### config.mk
export PLATFORM = sky130hd
export DESIGN_NAME = timed_packet_burst_sequencer_core_flat
export DESIGN_NICKNAME = d
export VERILOG_FILES = /design/src/tpbs_pkg.sv /design/src/tpbs_if.sv /design/src/tpbs_csr.sv /design/src/tpbs_step.sv /design/src/timed_packet_burst_sequencer_core.sv /design/src/flat_wrapper.sv
export SDC_FILE = /design/constraint.sdc
export NUM_CORES = 2
export LEC_CHECK = 0
export ABC_AREA = 1
export BUFFER_PORTS_ARGS = -buffer_cell sky130_fd_sc_hd__buf_2
export CELL_PAD_IN_SITES_DETAIL_PLACEMENT = 0
export CELL_PAD_IN_SITES_GLOBAL_PLACEMENT = 1
export CORE_MARGIN = 2
export CORE_UTILIZATION = 30
export CTS_CLUSTER_SIZE = 20
export DETAILED_ROUTE_END_ITERATION = 8
export PLACE_DENSITY_LB_ADDON = 0.1
export SYNTH_ARGS = -nofsm -noshare
export SYNTH_HDL_FRONTEND = slang
export SYNTH_SLANG_ARGS = --single-unit
### constraint.sdc
create_clock -name clock -period 8 [get_ports clock]
set_input_delay 0.8 -clock clock [delete_from_list [all_inputs] [get_ports clock]]
set_output_delay 0.8 -clock clock [all_outputs]
set_load 0.01 [all_outputs]
### src/tpbs_pkg.sv
// Shared types, codes and constants of the timed packet burst sequencer.
package tpbs_pkg;

   localparam int TIME_BITS_DEFAULT = 32;
   localparam int CSR_INDEX_BITS    = 3;
   localparam int CSR_DATA_BITS     = 20;
   localparam int SPAN_BITS         = 33;

   localparam logic [15:0] BLOCK_COUNT_RESET    = 16'd1;
   localparam logic [15:0] PACKETS_RESET        = 16'd1;
   localparam logic [15:0] INTERVAL_RESET       = 16'd1161;
   localparam logic [19:0] BLOCK_GAP_RESET      = 20'd0;
   localparam logic [7:0]  ALT_GROUP_RESET      = 8'd3;
   localparam logic [15:0] TX_TIMEOUT_RESET     = 16'd2000;
   localparam logic [31:0] NONE_MEASURED        = 32'hFFFF_FFFF;

   typedef enum logic [1:0] {
      CMD_TICK  = 2'd0,
      CMD_START = 2'd1,
      CMD_DONE  = 2'd2,
      CMD_NOP   = 2'd3
   } cmd_type;

   typedef enum logic [CSR_INDEX_BITS-1:0] {
      REG_BLOCK_COUNT = 3'd0,
      REG_PACKETS     = 3'd1,
      REG_INTERVAL    = 3'd2,
      REG_BLOCK_GAP   = 3'd3,
      REG_ALT_GROUP   = 3'd4,
      REG_TX_TIMEOUT  = 3'd5
   } csr_index_type;

   typedef struct packed {
      logic [15:0]          block_count;
      logic [15:0]          packets_in_block;
      logic [15:0]          packet_interval_us;
      logic [19:0]          block_pause_us;
      logic [7:0]           alternate_group;
      logic [15:0]          tx_timeout_us;
      logic [SPAN_BITS-1:0] block_span_us;
   } cfg_type;

   typedef struct packed {
      logic        fire;
      logic        use_buffer_b;
      logic        base_change;
      logic        busy_res;
      logic        finished;
      logic [31:0] sent_count;
      logic [31:0] ok_count;
      logic [31:0] total_us;
      logic [31:0] period_min_us;
      logic [31:0] period_max_us;
   } rsp_type;

endpackage

### src/tpbs_if.sv
// Valid/ready channel interfaces for command beats and result beats.
interface tpbs_req_if;
   logic       valid;
   logic       ready;
   logic [1:0] cmd;
   logic       tx_ok;

   modport source (output valid, output cmd, output tx_ok, input ready);
   modport sink   (input valid, input cmd, input tx_ok, output ready);
endinterface

interface tpbs_rsp_if;
   logic        valid;
   logic        ready;
   logic        fire;
   logic        use_buffer_b;
   logic        base_change;
   logic        busy_res;
   logic        finished;
   logic [31:0] sent_count;
   logic [31:0] ok_count;
   logic [31:0] total_us;
   logic [31:0] period_min_us;
   logic [31:0] period_max_us;

   modport source (output valid, output fire, output use_buffer_b, output base_change,
                   output busy_res, output finished, output sent_count, output ok_count,
                   output total_us, output period_min_us, output period_max_us,
                   input ready);
   modport sink   (input valid, input fire, input use_buffer_b, input base_change,
                   input busy_res, input finished, input sent_count, input ok_count,
                   input total_us, input period_min_us, input period_max_us,
                   output ready);
endinterface

### src/tpbs_csr.sv
// Configuration registers and the registered block span derived from them.
module tpbs_csr
   import tpbs_pkg::*;
(
   input  logic                      clock,
   input  logic                      reset,
   input  logic                      csr_we,
   input  logic [CSR_INDEX_BITS-1:0] csr_index,
   input  logic [CSR_DATA_BITS-1:0]  csr_wdata,
   output cfg_type                   cfg
);

   localparam logic [SPAN_BITS-1:0] SPAN_RESET =
      SPAN_BITS'({16'd0, PACKETS_RESET} * {16'd0, INTERVAL_RESET}) + SPAN_BITS'(BLOCK_GAP_RESET);

   logic [15:0]          block_count_ff, block_count_in;
   logic [15:0]          packets_ff, packets_in;
   logic [15:0]          interval_ff, interval_in;
   logic [19:0]          gap_ff, gap_in;
   logic [7:0]           alt_group_ff, alt_group_in;
   logic [15:0]          timeout_ff, timeout_in;
   logic [SPAN_BITS-1:0] span_ff, span_in;

   always_comb begin
      block_count_in = block_count_ff;
      packets_in     = packets_ff;
      interval_in    = interval_ff;
      gap_in         = gap_ff;
      alt_group_in   = alt_group_ff;
      timeout_in     = timeout_ff;
      if (csr_we) begin
         case (csr_index_type'(csr_index))
            REG_BLOCK_COUNT: block_count_in = csr_wdata[15:0];
            REG_PACKETS:     packets_in     = csr_wdata[15:0];
            REG_INTERVAL:    interval_in    = csr_wdata[15:0];
            REG_BLOCK_GAP:   gap_in         = csr_wdata[19:0];
            REG_ALT_GROUP:   alt_group_in   = csr_wdata[7:0];
            REG_TX_TIMEOUT:  timeout_in     = csr_wdata[15:0];
            default:         ;
         endcase
      end
   end

   // time spanned by one block: its packets plus the gap, updated with its registers
   assign span_in = SPAN_BITS'({16'd0, packets_in} * {16'd0, interval_in})
                  + SPAN_BITS'(gap_in);

   always_ff @(posedge clock) begin
      if (reset) begin
         block_count_ff <= BLOCK_COUNT_RESET;
         packets_ff     <= PACKETS_RESET;
         interval_ff    <= INTERVAL_RESET;
         gap_ff         <= BLOCK_GAP_RESET;
         alt_group_ff   <= ALT_GROUP_RESET;
         timeout_ff     <= TX_TIMEOUT_RESET;
         span_ff        <= SPAN_RESET;
      end else begin
         block_count_ff <= block_count_in;
         packets_ff     <= packets_in;
         interval_ff    <= interval_in;
         gap_ff         <= gap_in;
         alt_group_ff   <= alt_group_in;
         timeout_ff     <= timeout_in;
         span_ff        <= span_in;
      end
   end

   assign cfg.block_count        = block_count_ff;
   assign cfg.packets_in_block   = packets_ff;
   assign cfg.packet_interval_us = interval_ff;
   assign cfg.block_pause_us     = gap_ff;
   assign cfg.alternate_group    = alt_group_ff;
   assign cfg.tx_timeout_us      = timeout_ff;
   assign cfg.block_span_us      = span_ff;

endmodule

### src/tpbs_step.sv
// Burst state registers and the combinational update for one command beat.
module tpbs_step
   import tpbs_pkg::*;
#(
   parameter int TIME_BITS = TIME_BITS_DEFAULT
) (
   input  logic       clock,
   input  logic       reset,
   input  logic       step_en,
   input  logic [1:0] cmd,
   input  logic       tx_ok,
   input  cfg_type    cfg,
   output rsp_type    result
);

   localparam int WIDE_BITS = (TIME_BITS > 32) ? TIME_BITS : 32;
   localparam int SPAN_WIDE = (TIME_BITS > SPAN_BITS) ? TIME_BITS : SPAN_BITS;

   logic                 running_ff, running_in;
   logic                 awaiting_ff, awaiting_in;
   logic                 buf_b_ff, buf_b_in;
   logic [TIME_BITS-1:0] elapsed_ff, elapsed_in;
   logic [15:0]          wait_ff, wait_in;
   logic [15:0]          block_idx_ff, block_idx_in;
   logic [15:0]          packet_idx_ff, packet_idx_in;
   logic [7:0]           group_pos_ff, group_pos_in;
   logic [TIME_BITS-1:0] block_start_ff, block_start_in;
   logic [TIME_BITS-1:0] next_due_ff, next_due_in;
   logic [TIME_BITS-1:0] last_fire_ff, last_fire_in;
   logic [31:0]          sent_ff, sent_in;
   logic [31:0]          ok_ff, ok_in;
   logic [31:0]          min_ff, min_in;
   logic [31:0]          max_ff, max_in;
   logic [31:0]          burst_ff, burst_in;

   logic                 fire, base_change, finished, ticked;
   logic [TIME_BITS-1:0] due_diff, fire_gap, span_t;
   logic [WIDE_BITS-1:0] gap_wide, elapsed_wide;
   logic [SPAN_WIDE-1:0] span_wide;
   logic [31:0]          gap32;
   logic [7:0]           group_size, group_base;
   logic [16:0]          packet_next;
   cmd_type              cmd_t;

   assign cmd_t     = cmd_type'(cmd);
   assign span_wide = SPAN_WIDE'(cfg.block_span_us);
   assign span_t    = span_wide[TIME_BITS-1:0];
   assign due_diff  = elapsed_ff - next_due_ff;
   assign fire_gap  = elapsed_ff - last_fire_ff;
   assign gap_wide  = WIDE_BITS'(fire_gap);
   // saturate fire-to-fire intervals that do not fit 32 bits
   assign gap32     = (gap_wide > WIDE_BITS'(NONE_MEASURED)) ? NONE_MEASURED
                                                             : gap_wide[31:0];
   assign group_size = (cfg.alternate_group != 8'd0) ? cfg.alternate_group : 8'd1;

   always_comb begin
      running_in     = running_ff;
      awaiting_in    = awaiting_ff;
      buf_b_in       = buf_b_ff;
      elapsed_in     = elapsed_ff;
      wait_in        = wait_ff;
      block_idx_in   = block_idx_ff;
      packet_idx_in  = packet_idx_ff;
      group_pos_in   = group_pos_ff;
      block_start_in = block_start_ff;
      next_due_in    = next_due_ff;
      last_fire_in   = last_fire_ff;
      sent_in        = sent_ff;
      ok_in          = ok_ff;
      min_in         = min_ff;
      max_in         = max_ff;
      burst_in       = burst_ff;
      fire           = 1'b0;
      base_change    = 1'b0;
      finished       = 1'b0;
      ticked         = 1'b0;
      group_base     = group_pos_ff;
      packet_next    = {1'b0, packet_idx_ff} + 17'd1;
      elapsed_wide   = '0;

      if (step_en) begin
         if (cmd_t == CMD_START && !running_ff) begin
            running_in     = 1'b1;
            awaiting_in    = 1'b0;
            buf_b_in       = 1'b0;
            elapsed_in     = '0;
            block_start_in = '0;
            next_due_in    = '0;
            last_fire_in   = '0;
            wait_in        = '0;
            block_idx_in   = '0;
            packet_idx_in  = '0;
            group_pos_in   = '0;
            sent_in        = '0;
            ok_in          = '0;
            min_in         = NONE_MEASURED;
            max_in         = '0;
         end else if (cmd_t == CMD_DONE && running_ff && awaiting_ff) begin
            awaiting_in = 1'b0;
            if (tx_ok) begin
               ok_in = ok_ff + 32'd1;
            end
         end else if (cmd_t == CMD_TICK && running_ff) begin
            ticked = 1'b1;
            if (awaiting_ff) begin
               wait_in = (wait_ff != 16'hFFFF) ? wait_ff + 16'd1 : wait_ff;
               if (wait_in >= cfg.tx_timeout_us) begin
                  awaiting_in = 1'b0;
               end
            end
            if (!awaiting_in && block_idx_ff < cfg.block_count && !due_diff[TIME_BITS-1]) begin
               fire = 1'b1;
               if (packet_idx_ff != 16'd0) begin
                  if (gap32 < min_ff) min_in = gap32;
                  if (gap32 > max_ff) max_in = gap32;
               end
               last_fire_in = elapsed_ff;
               // swap buffers once the group is used up
               if (group_pos_ff >= group_size) begin
                  buf_b_in    = !buf_b_ff;
                  group_base  = 8'd0;
                  base_change = 1'b1;
               end
               group_pos_in = group_base + 8'd1;
               sent_in      = sent_ff + 32'd1;
               awaiting_in  = 1'b1;
               wait_in      = '0;
               next_due_in  = next_due_ff + TIME_BITS'(cfg.packet_interval_us);
               if (packet_next >= {1'b0, cfg.packets_in_block}) begin
                  packet_idx_in  = '0;
                  block_idx_in   = block_idx_ff + 16'd1;
                  block_start_in = block_start_ff + span_t;
                  next_due_in    = block_start_ff + span_t;
               end else begin
                  packet_idx_in = packet_next[15:0];
               end
            end
            elapsed_in = elapsed_ff + TIME_BITS'(1);
         end

         if (running_in && !awaiting_in && block_idx_in >= cfg.block_count) begin
            running_in   = 1'b0;
            finished     = 1'b1;
            elapsed_wide = ticked ? WIDE_BITS'(elapsed_ff) : WIDE_BITS'(elapsed_in);
            burst_in     = elapsed_wide[31:0];
         end
      end
   end

   always_ff @(posedge clock) begin
      if (reset) begin
         running_ff     <= 1'b0;
         awaiting_ff    <= 1'b0;
         buf_b_ff       <= 1'b0;
         elapsed_ff     <= '0;
         wait_ff        <= '0;
         block_idx_ff   <= '0;
         packet_idx_ff  <= '0;
         group_pos_ff   <= '0;
         block_start_ff <= '0;
         next_due_ff    <= '0;
         last_fire_ff   <= '0;
         sent_ff        <= '0;
         ok_ff          <= '0;
         min_ff         <= NONE_MEASURED;
         max_ff         <= '0;
         burst_ff       <= '0;
      end else begin
         running_ff     <= running_in;
         awaiting_ff    <= awaiting_in;
         buf_b_ff       <= buf_b_in;
         elapsed_ff     <= elapsed_in;
         wait_ff        <= wait_in;
         block_idx_ff   <= block_idx_in;
         packet_idx_ff  <= packet_idx_in;
         group_pos_ff   <= group_pos_in;
         block_start_ff <= block_start_in;
         next_due_ff    <= next_due_in;
         last_fire_ff   <= last_fire_in;
         sent_ff        <= sent_in;
         ok_ff          <= ok_in;
         min_ff         <= min_in;
         max_ff         <= max_in;
         burst_ff       <= burst_in;
      end
   end

   assign result.fire          = fire;
   assign result.use_buffer_b  = buf_b_in;
   assign result.base_change   = base_change;
   assign result.busy_res      = running_in;
   assign result.finished      = finished;
   assign result.sent_count    = sent_in;
   assign result.ok_count      = ok_in;
   assign result.total_us      = burst_in;
   assign result.period_min_us = (min_in == NONE_MEASURED) ? 32'd0 : min_in;
   assign result.period_max_us = max_in;

endmodule

### src/timed_packet_burst_sequencer_core.sv
// Top level: command beat register, burst state update and result register.
//
//   channel | dir | handshake          | payload
//   req     | in  | valid / ready      | cmd[1:0], tx_ok
//   rsp     | out | valid / ready      | fire .. period_max_us
//   csr     | in  | csr_we, csr_index  | csr_wdata[19:0]
//
// One command beat per cycle while results are taken; each beat waits in the beat
// register, goes through the combinational state update and then the result register.
// A stalled result holds the result register; the beat register still takes
// one more beat, then req ready drops until the result is taken.
// Synchronous reset restores the register defaults and clears the burst state.
module timed_packet_burst_sequencer_core
   import tpbs_pkg::*;
#(
   parameter int TIME_BITS = TIME_BITS_DEFAULT
) (
   input  logic                      clock,
   input  logic                      reset,
   tpbs_req_if.sink                  req_chan,
   tpbs_rsp_if.source                rsp_chan,
   input  logic                      csr_we,
   input  logic [CSR_INDEX_BITS-1:0] csr_index,
   input  logic [CSR_DATA_BITS-1:0]  csr_wdata
);

   logic       in_valid_ff, in_valid_in;
   logic [1:0] in_cmd_ff;
   logic       in_tx_ok_ff;
   logic       out_valid_ff, out_valid_in;
   rsp_type    out_ff;
   rsp_type    step_result;
   cfg_type    cfg;
   logic       accept, advance;

   tpbs_csr u_csr (
      .clock     (clock),
      .reset     (reset),
      .csr_we    (csr_we),
      .csr_index (csr_index),
      .csr_wdata (csr_wdata),
      .cfg       (cfg)
   );

   tpbs_step #(
      .TIME_BITS (TIME_BITS)
   ) u_step (
      .clock   (clock),
      .reset   (reset),
      .step_en (advance),
      .cmd     (in_cmd_ff),
      .tx_ok   (in_tx_ok_ff),
      .cfg     (cfg),
      .result  (step_result)
   );

   // advance the held beat when the result register is free or being drained
   assign advance        = in_valid_ff && (!out_valid_ff || rsp_chan.ready);
   assign req_chan.ready = !in_valid_ff || advance;
   assign accept         = req_chan.valid && req_chan.ready;

   assign in_valid_in  = accept || (in_valid_ff && !advance);
   assign out_valid_in = advance || (out_valid_ff && !rsp_chan.ready);

   always_ff @(posedge clock) begin
      if (reset) begin
         in_valid_ff  <= 1'b0;
         out_valid_ff <= 1'b0;
      end else begin
         in_valid_ff  <= in_valid_in;
         out_valid_ff <= out_valid_in;
      end
   end

   always_ff @(posedge clock) begin
      if (accept) begin
         in_cmd_ff   <= req_chan.cmd;
         in_tx_ok_ff <= req_chan.tx_ok;
      end
      if (advance) begin
         out_ff <= step_result;
      end
   end

   assign rsp_chan.valid         = out_valid_ff;
   assign rsp_chan.fire          = out_ff.fire;
   assign rsp_chan.use_buffer_b  = out_ff.use_buffer_b;
   assign rsp_chan.base_change   = out_ff.base_change;
   assign rsp_chan.busy_res      = out_ff.busy_res;
   assign rsp_chan.finished      = out_ff.finished;
   assign rsp_chan.sent_count    = out_ff.sent_count;
   assign rsp_chan.ok_count      = out_ff.ok_count;
   assign rsp_chan.total_us      = out_ff.total_us;
   assign rsp_chan.period_min_us = out_ff.period_min_us;
   assign rsp_chan.period_max_us = out_ff.period_max_us;

endmodule

### src/flat_wrapper.sv
// flat-port wrapper written by rule: the top's interface ports become plain ports
module timed_packet_burst_sequencer_core_flat import tpbs_pkg::*;
#(
   parameter int TIME_BITS = TIME_BITS_DEFAULT
)
  (clock, reset, csr_we, csr_index, csr_wdata, req_chan_valid, req_chan_cmd, req_chan_tx_ok, req_chan_ready, rsp_chan_valid, rsp_chan_fire, rsp_chan_use_buffer_b, rsp_chan_base_change, rsp_chan_busy_res, rsp_chan_finished, rsp_chan_sent_count, rsp_chan_ok_count, rsp_chan_total_us, rsp_chan_period_min_us, rsp_chan_period_max_us, rsp_chan_ready);
  tpbs_req_if req_chan_i ();
  tpbs_rsp_if rsp_chan_i ();
  input  logic clock;
  input  logic reset;
  input  logic csr_we;
  input  logic [CSR_INDEX_BITS-1:0] csr_index;
  input  logic [CSR_DATA_BITS-1:0] csr_wdata;
  input wire logic [$bits(req_chan_i.valid)-1:0] req_chan_valid;
  input wire logic [$bits(req_chan_i.cmd)-1:0] req_chan_cmd;
  input wire logic [$bits(req_chan_i.tx_ok)-1:0] req_chan_tx_ok;
  output wire logic [$bits(req_chan_i.ready)-1:0] req_chan_ready;
  output wire logic [$bits(rsp_chan_i.valid)-1:0] rsp_chan_valid;
  output wire logic [$bits(rsp_chan_i.fire)-1:0] rsp_chan_fire;
  output wire logic [$bits(rsp_chan_i.use_buffer_b)-1:0] rsp_chan_use_buffer_b;
  output wire logic [$bits(rsp_chan_i.base_change)-1:0] rsp_chan_base_change;
  output wire logic [$bits(rsp_chan_i.busy_res)-1:0] rsp_chan_busy_res;
  output wire logic [$bits(rsp_chan_i.finished)-1:0] rsp_chan_finished;
  output wire logic [$bits(rsp_chan_i.sent_count)-1:0] rsp_chan_sent_count;
  output wire logic [$bits(rsp_chan_i.ok_count)-1:0] rsp_chan_ok_count;
  output wire logic [$bits(rsp_chan_i.total_us)-1:0] rsp_chan_total_us;
  output wire logic [$bits(rsp_chan_i.period_min_us)-1:0] rsp_chan_period_min_us;
  output wire logic [$bits(rsp_chan_i.period_max_us)-1:0] rsp_chan_period_max_us;
  input wire logic [$bits(rsp_chan_i.ready)-1:0] rsp_chan_ready;
  assign req_chan_i.valid = req_chan_valid;
  assign req_chan_i.cmd = req_chan_cmd;
  assign req_chan_i.tx_ok = req_chan_tx_ok;
  assign req_chan_ready = req_chan_i.ready;
  assign rsp_chan_valid = rsp_chan_i.valid;
  assign rsp_chan_fire = rsp_chan_i.fire;
  assign rsp_chan_use_buffer_b = rsp_chan_i.use_buffer_b;
  assign rsp_chan_base_change = rsp_chan_i.base_change;
  assign rsp_chan_busy_res = rsp_chan_i.busy_res;
  assign rsp_chan_finished = rsp_chan_i.finished;
  assign rsp_chan_sent_count = rsp_chan_i.sent_count;
  assign rsp_chan_ok_count = rsp_chan_i.ok_count;
  assign rsp_chan_total_us = rsp_chan_i.total_us;
  assign rsp_chan_period_min_us = rsp_chan_i.period_min_us;
  assign rsp_chan_period_max_us = rsp_chan_i.period_max_us;
  assign rsp_chan_i.ready = rsp_chan_ready;
  timed_packet_burst_sequencer_core #(.TIME_BITS(TIME_BITS)) u_core (.clock(clock), .reset(reset), .req_chan(req_chan_i), .rsp_chan(rsp_chan_i), .csr_we(csr_we), .csr_index(csr_index), .csr_wdata(csr_wdata));
endmodule
**After elaboration in Yosys (flattened, before gate mapping)**

Index checks and enable logic that the tools add are counted.

- Register bits: 641
- Latch bits: 0
- RAM bits: 0
- Bits in read-only memories: 0
- Output and inout bits: 167
- Memories: 0

- Add/sub/neg operators: 12
- $mul: 1
- Div/mod/pow operators: 0
- $lt $le $gt $ge: 8
- Equality and inequality tests: 10
- Shifts and indexed selects: 0
- Mux-type cells: 106
- Bitwise operators: 2
- Reductions and logical operators: 41

Operators with widths:

| cell | number |
|---|---|
| two-way mux 32 bit | 44 |
| two-way mux 16 bit | 21 |
| adder 32 x 1 -> 32 bit (second input constant) | 3 |
| two-way mux 8 bit | 11 |
| subtractor 32 bit | 2 |
| two-way mux 20 bit | 2 |
| adder 16 x 1 -> 16 bit (second input constant) | 2 |
| adder 32 x 16 -> 32 bit | 1 |
| adder 32 x 20 -> 32 bit | 1 |
| adder 32 bit | 1 |
| == test 32 bit (second input constant) | 1 |
| greater-or-equal comparator 16 bit | 2 |
| greater-than comparator 32 bit | 1 |
| greater-than comparator 32 bit (second input constant) | 1 |
| < comparator 32 bit | 1 |
| multiplier 16 x 16 -> 32 bit | 1 |
| two-way mux 1 bit | 28 |
| adder 16 x 1 -> 17 bit (second input constant) | 1 |
| greater-or-equal comparator 17 x 16 -> 1 bit | 1 |
| < comparator 16 bit | 1 |
| inequality test 16 bit (second input constant) | 1 |
| nonzero test 16 bit | 1 |
| logical AND 1 bit | 12 |
| zero test 1 bit | 9 |
| 20 further kinds | 31 |

**Longest topological paths before layout**

- Word-level depth: 22
- Gate-level depth with buffers: 44
- Depth with buffers taken out: 40

**Hierarchy**

A second synthesis with hierarchy kept.

- Cells, all modules: 6192
- Area total of the unflattened synthesis: 45786.4 µm²

Modules (own cells, without submodules):

| module | instances | cells an instance | area each (µm²) |
|---|---|---|---|
| tpbs_step | 1 | 4182 | 26628.0 |
| tpbs_csr | 1 | 1830 | 14022.2 |
| timed_packet_burst_sequencer_core | 1 | 180 | 5136.2 |

**Worst setup path before layout**

No wires, ideal clock.

- Kind: input -> register
- From: input port csr_we
- To: register u_core.u_csr.span_ff[27]
- Library setup time: 0.113 ns
- Arrival time: 6.930 ns
- Path slack: 0.957 ns
- Cell stages on the path: 32
- Path buffers: 2
- Cell sequence: inv_1 > nor2_1 > nand3_1 > clkbuf_1 > clkbuf_1 > nand2_1 > o21ai_1 > inv_1 > nand2_1 > fa_1 > inv_1 > fa_1 > inv_1 > fa_1 > inv_1 > fa_1 > inv_1 > fa_1 > inv_1 > fa_1 > ha_1 > nand2_1 > o21ai_0 > a21oi_1 > o21ai_0 > a21oi_1 > nor3_1 > nor2_1 > o21ai_0 > nand2_1 > nand2_1 > nor2_1

- Cells in the longest elaborated chain, start to end: 3

Ends and longest elaborated chain:

| element | RTL line | source |
|---|---|---|
| start, declared | flat_wrapper.sv:11 | `input logic csr_we;` |
| two-way mux 16 bit | tpbs_csr.sv:31 | `if (csr_we) begin` |
| multiplier 16 x 16 -> 32 bit | tpbs_csr.sv:45 | `assign span_in = SPAN_BITS'({16'd0, packets_in} * {16'd0, interval_in})` |
| adder 32 x 20 -> 32 bit * | tpbs_csr.sv:46 | `+ SPAN_BITS'(gap_in);` |
| end signal, assigned | tpbs_csr.sv:64 | `span_ff <= span_in;` |
| end, declared | tpbs_csr.sv:22 | `logic [SPAN_BITS-1:0] span_ff, span_in;` |

Every way passes the cells marked *; elsewhere a longest branch is shown, timed or not.
A chain may end at the register's enable or synchronous reset.

==> run summary <==
Summing every instance area after synthesis gives 44500 um2. The initial utilization of the core area, before any placement, comes to 30.2%. The tools report the end of the worst register-to-register path as u_core.rsp_chan.total_us[19].

The design draws 9.51 mW. The maximum fanout count along the critical path works out to 18. Width of the die: 389 um. The die covers 152000 um2. The worst-case IR drop observed on VDD is 161 uV. The count of state elements after synthesis is 641. Across all hold checks on the routed design, the worst slack comes to 0.335 ns. The tools report the number of global-route vias before repair as 38300. Most used cell along the critical path: nand2_1. The HPWL after detailed placement is 117 mm. The critical path startpoint category was a flop. At the placement stage, the worst setup path has a slack of 0.399 ns. The first global-routing pass estimated 235 mm of wire. The worst setup path is of the flop to flop kind.

The run finished with clean final reports. The overall via count from detail_route was 38600. Setup repair after global routing left no endpoint under its margin. The number of buffers on the longest clock path was 3; the synthesized instance count was 5886. Summing the sequential cell areas from Yosys gives 32.6% of the chip area.

The congestion estimate from routability-driven global placement came to 0.837. The run gives 0 as the post-CTS setup buffer count. In the synthesized netlist the dominant register cell turns out to be dfxtp_1.

Buffers placed on the I/O ports in this run total 197. The latest clock arrival within the worst-skew pair came out at 0.70 ns. Clock tree synthesis found a total of 641 sinks. For the number of max-slew violations in the final report, the log shows 0.

On the final layout, the worst clock skew is 0.0327 ns. The average instance in the mapped netlist occupies 7.57 um2. In this run the worst hold path is classified as input pin to flop. CTS built an H-tree with a depth of 3. The floorplan step set the die height to 389 um. Stage delay of the slowest cell on the critical path: 0.43 ns. The setup slack of the worst register-to-register path came out at 0.79 ns. The highest attainable clock frequency came out at 0.139 GHz.

The number of rows in the core area was 141. The logs give 66 for the number of distinct standard cells referenced by the synthesized netlist and 7.64 ns for the signal arrival time at the worst endpoint. The cell sitting at the root of the clock tree is a clkbuf_16. The required time of the critical path was 8.43 ns. TritonCTS built the clock tree. The tools report the end point of the worst hold path as u_core.in_tx_ok_ff. The tools report the source of the worst register-to-register timing path as u_core.u_step.wait_ff[0]. The total of hold buffers inserted after clock tree synthesis came out at 0.

When the netlist entered floorplanning its net count stood at 6490. The core region is 147000 um2. Entering global routing, the biggest net connects 153 pins. The number of top-level pins is 198, and the average wire per cell in the routed design is 18.8 um. The post-synthesis async set-or-reset flop share works out to 0%. The number of cells on the worst hold path was 1; the share of the clock period used by the worst path was 90.1%.

The area growth from synthesis to layout is 15.1%. STA classifies the critical path endpoint as a flop. The startpoint of the worst hold path is req_chan_tx_ok. Counting cells, the worst reg-to-reg path comes to 38. The library cells used most frequently in the layout, excluding fill and tap cells, are nand2_1 (1291), inv_1 (900), a21oi_1 (570). Across all setup checks in the final design, the least slack found is 0.792 ns.

Setup total negative slack on the finished layout was measured at 0 ns. The number of antenna violations at the first check in global routing is 3, and the max capacitance violation total is 0. In this run the tightest slew margin relative to its limit is 22.9%. The pre-antenna-repair detailed-routing pass consisted of 5 iterations. Total congestion overflow after global routing: 0. Gates resized during post-CTS repair numbered 0. The run gives 0 as the final hold violation count. The library cell used most frequently in the layout, excluding fill and tap cells, is nand2_1. For the pin with the worst max-slew slack, the measured transition is 1.15 ns. Clock tree synthesis inserted a total of 82 buffers. After detailed routing, the total wire length is 152 mm. Yosys mapped a number of flops with a built-in enable equal to 168. Global routing used 20.0% of the available tracks. In the final layout, the share of cells above drive strength 1 is 9.55%.

For this run, the post-layout net count is 6712. The logs give 0 for the number of synthesis warnings and 0 for the setup-violating endpoint count in the final report. Subtracting the final worst setup slack from the clock period gives 7.21 ns.

For this run, design rule violations remaining after detail routing come to 0. For this design the ratio of total power to cell area is 186 nW/um2. In this run the remaining antenna-violating nets after routing total 0.

Fill cells in the final layout number 15800. The number of DRC violations after detailed-routing iteration 0 is 2218. The cell with the largest stage delay on the worst path was a2111oi_0. In this run the static leakage power is 23.4 nW. After detailed routing, the number of vias per cell comes to 4.76.

After clock tree synthesis, the clock-pin slew on the worst setup and hold paths is 0.06 ns.
stage by stage:
step           utilization [%]  instances  instance area, um2
2_1_floorplan                -       5886               44500
3_3_place_gp              32.8       7954               48400
3_5_place_dp              32.8       7954               48400
4_1_cts                   34.7       8108               51200
5_1_grt                   34.7       8108               51200
6_report                  34.7       8111               51200
how the worst max path moves through the flow:
stage                             start                            to
3_5_place_dp   u_core.u_step.wait_ff[0]  u_core.rsp_chan.total_us[19]
4_1_cts        u_core.u_step.wait_ff[0]  u_core.rsp_chan.total_us[19]
3_3_place_gp   u_core.u_step.wait_ff[0]  u_core.rsp_chan.total_us[17]
5_1_grt        u_core.u_step.wait_ff[0]  u_core.rsp_chan.total_us[11]
2_1_floorplan                    csr_we      u_core.u_csr.span_ff[27]
6_report       u_core.u_step.wait_ff[0]  u_core.rsp_chan.total_us[19]
state kept, by name, summed over array words and instances, names as in the netlist, 20 cells and up:
register / flops
u_core.u_step.burst_ff: 32
u_core.rsp_chan.sent_count: 32
u_core.u_step.max_ff: 32
u_core.rsp_chan.total_us: 32
u_core.u_step.next_due_ff: 32
u_core.u_step.ok_ff: 32
u_core.u_step.elapsed_ff: 32
u_core.u_step.sent_ff: 32
u_core.u_step.last_fire_ff: 32
u_core.rsp_chan.ok_count: 32
u_core.rsp_chan.period_max_us: 32
u_core.u_csr.gap_ff: 20
u_core.rsp_chan.period_min_us: 32
u_core.u_csr.span_ff: 32
u_core.u_step.block_start_ff: 32
u_core.u_step.min_ff: 32
where the power goes:
group	internal (mW)	total, mW	switching [mW]
logic	0.675	2.03	1.36
clock network	2.37	3.97	1.61
registers	3.44	3.50	0.0600
routing by layer:
layer / wire, um / vias up / part of all wire (%) / track usage [%]
met4: 2570 / 0 / 1.7 / 4.43
met3: 4260 / 115 / 2.8 / 1.88
met1: 71200 / 18300 / 47 / 26.8
li1: - / 19600 / - / -
met2: 74200 / 552 / 49 / 34.8
met5: 0 / - / 0 / 0
cell type report:
type / instances / area [um2] / share of cell area [%]
Tap cell: 1930 / 2410 / 4.71
Timing Repair Buffer: 349 / 2220 / 4.32
Clock buffer: 117 / 2330 / 4.54
Clock inverter: 37 / 533 / 1.04
Multi-Input combinational cell: 4120 / 25800 / 50.3
Antenna cell: 3 / 7.51 / 0.0147
Sequential cell: 641 / 14500 / 28.3
Inverter: 914 / 3440 / 6.72
synth_stat cells (15+ instances only):
| cell type | instances | share of area [%] |
|---|---|---|
| a211oi_1 | 49 | 0.83 |
| a21o_1 | 19 | 0.32 |
| a21oi_1 | 571 | 6.4 |
| a31oi_1 | 15 | 0.21 |
| buf_2 | 24 | 0.27 |
| clkbuf_1 | 168 | 1.4 |
| dfxtp_1 | 473 | 21 |
| edfxtp_1 | 168 | 11 |
| fa_1 | 217 | 9.8 |
| ha_1 | 356 | 10 |
| inv_1 | 903 | 7.6 |
| nand2_1 | 1293 | 11 |
| nand3_1 | 219 | 2.5 |
| nand4_1 | 48 | 0.67 |
| nor2_1 | 480 | 4.0 |
| nor2_2 | 26 | 0.37 |
| nor3_1 | 116 | 1.3 |
| nor4_1 | 47 | 0.66 |
| o211ai_1 | 27 | 0.46 |
| o21a_1 | 26 | 0.44 |
| o21ai_0 | 322 | 3.6 |
| o21ai_1 | 21 | 0.24 |
| or2_2 | 40 | 0.56 |
| xnor2_1 | 29 | 0.57 |
| xor2_1 | 84 | 1.7 |
critical path, delay by kind of cell (launching register included):
kind | cells | cell delay, ns
simple gates | 22 | 3.58
buf+inv | 7 | 1.01
compound gates | 5 | 0.98
flops | 1 | 0.37
xor+xnor | 1 | 0.16
fa+ha+maj | 3 | 0.85
cells by family (layout without fill, tap and decap cells):
kind of cell	Yosys count	after routing	synth area share (%)
simple gates	2317	2317	21.9
buf+inv	1125	1417	9.65
flops	641	641	32.6
xor+xnor	113	113	2.22
fa+ha+maj	573	573	19.8
mux	13	13	0.292
other cells	0	3	0
compound gates	1104	1104	13.5
No activity file was read; power rests on OpenSTA's default activity.
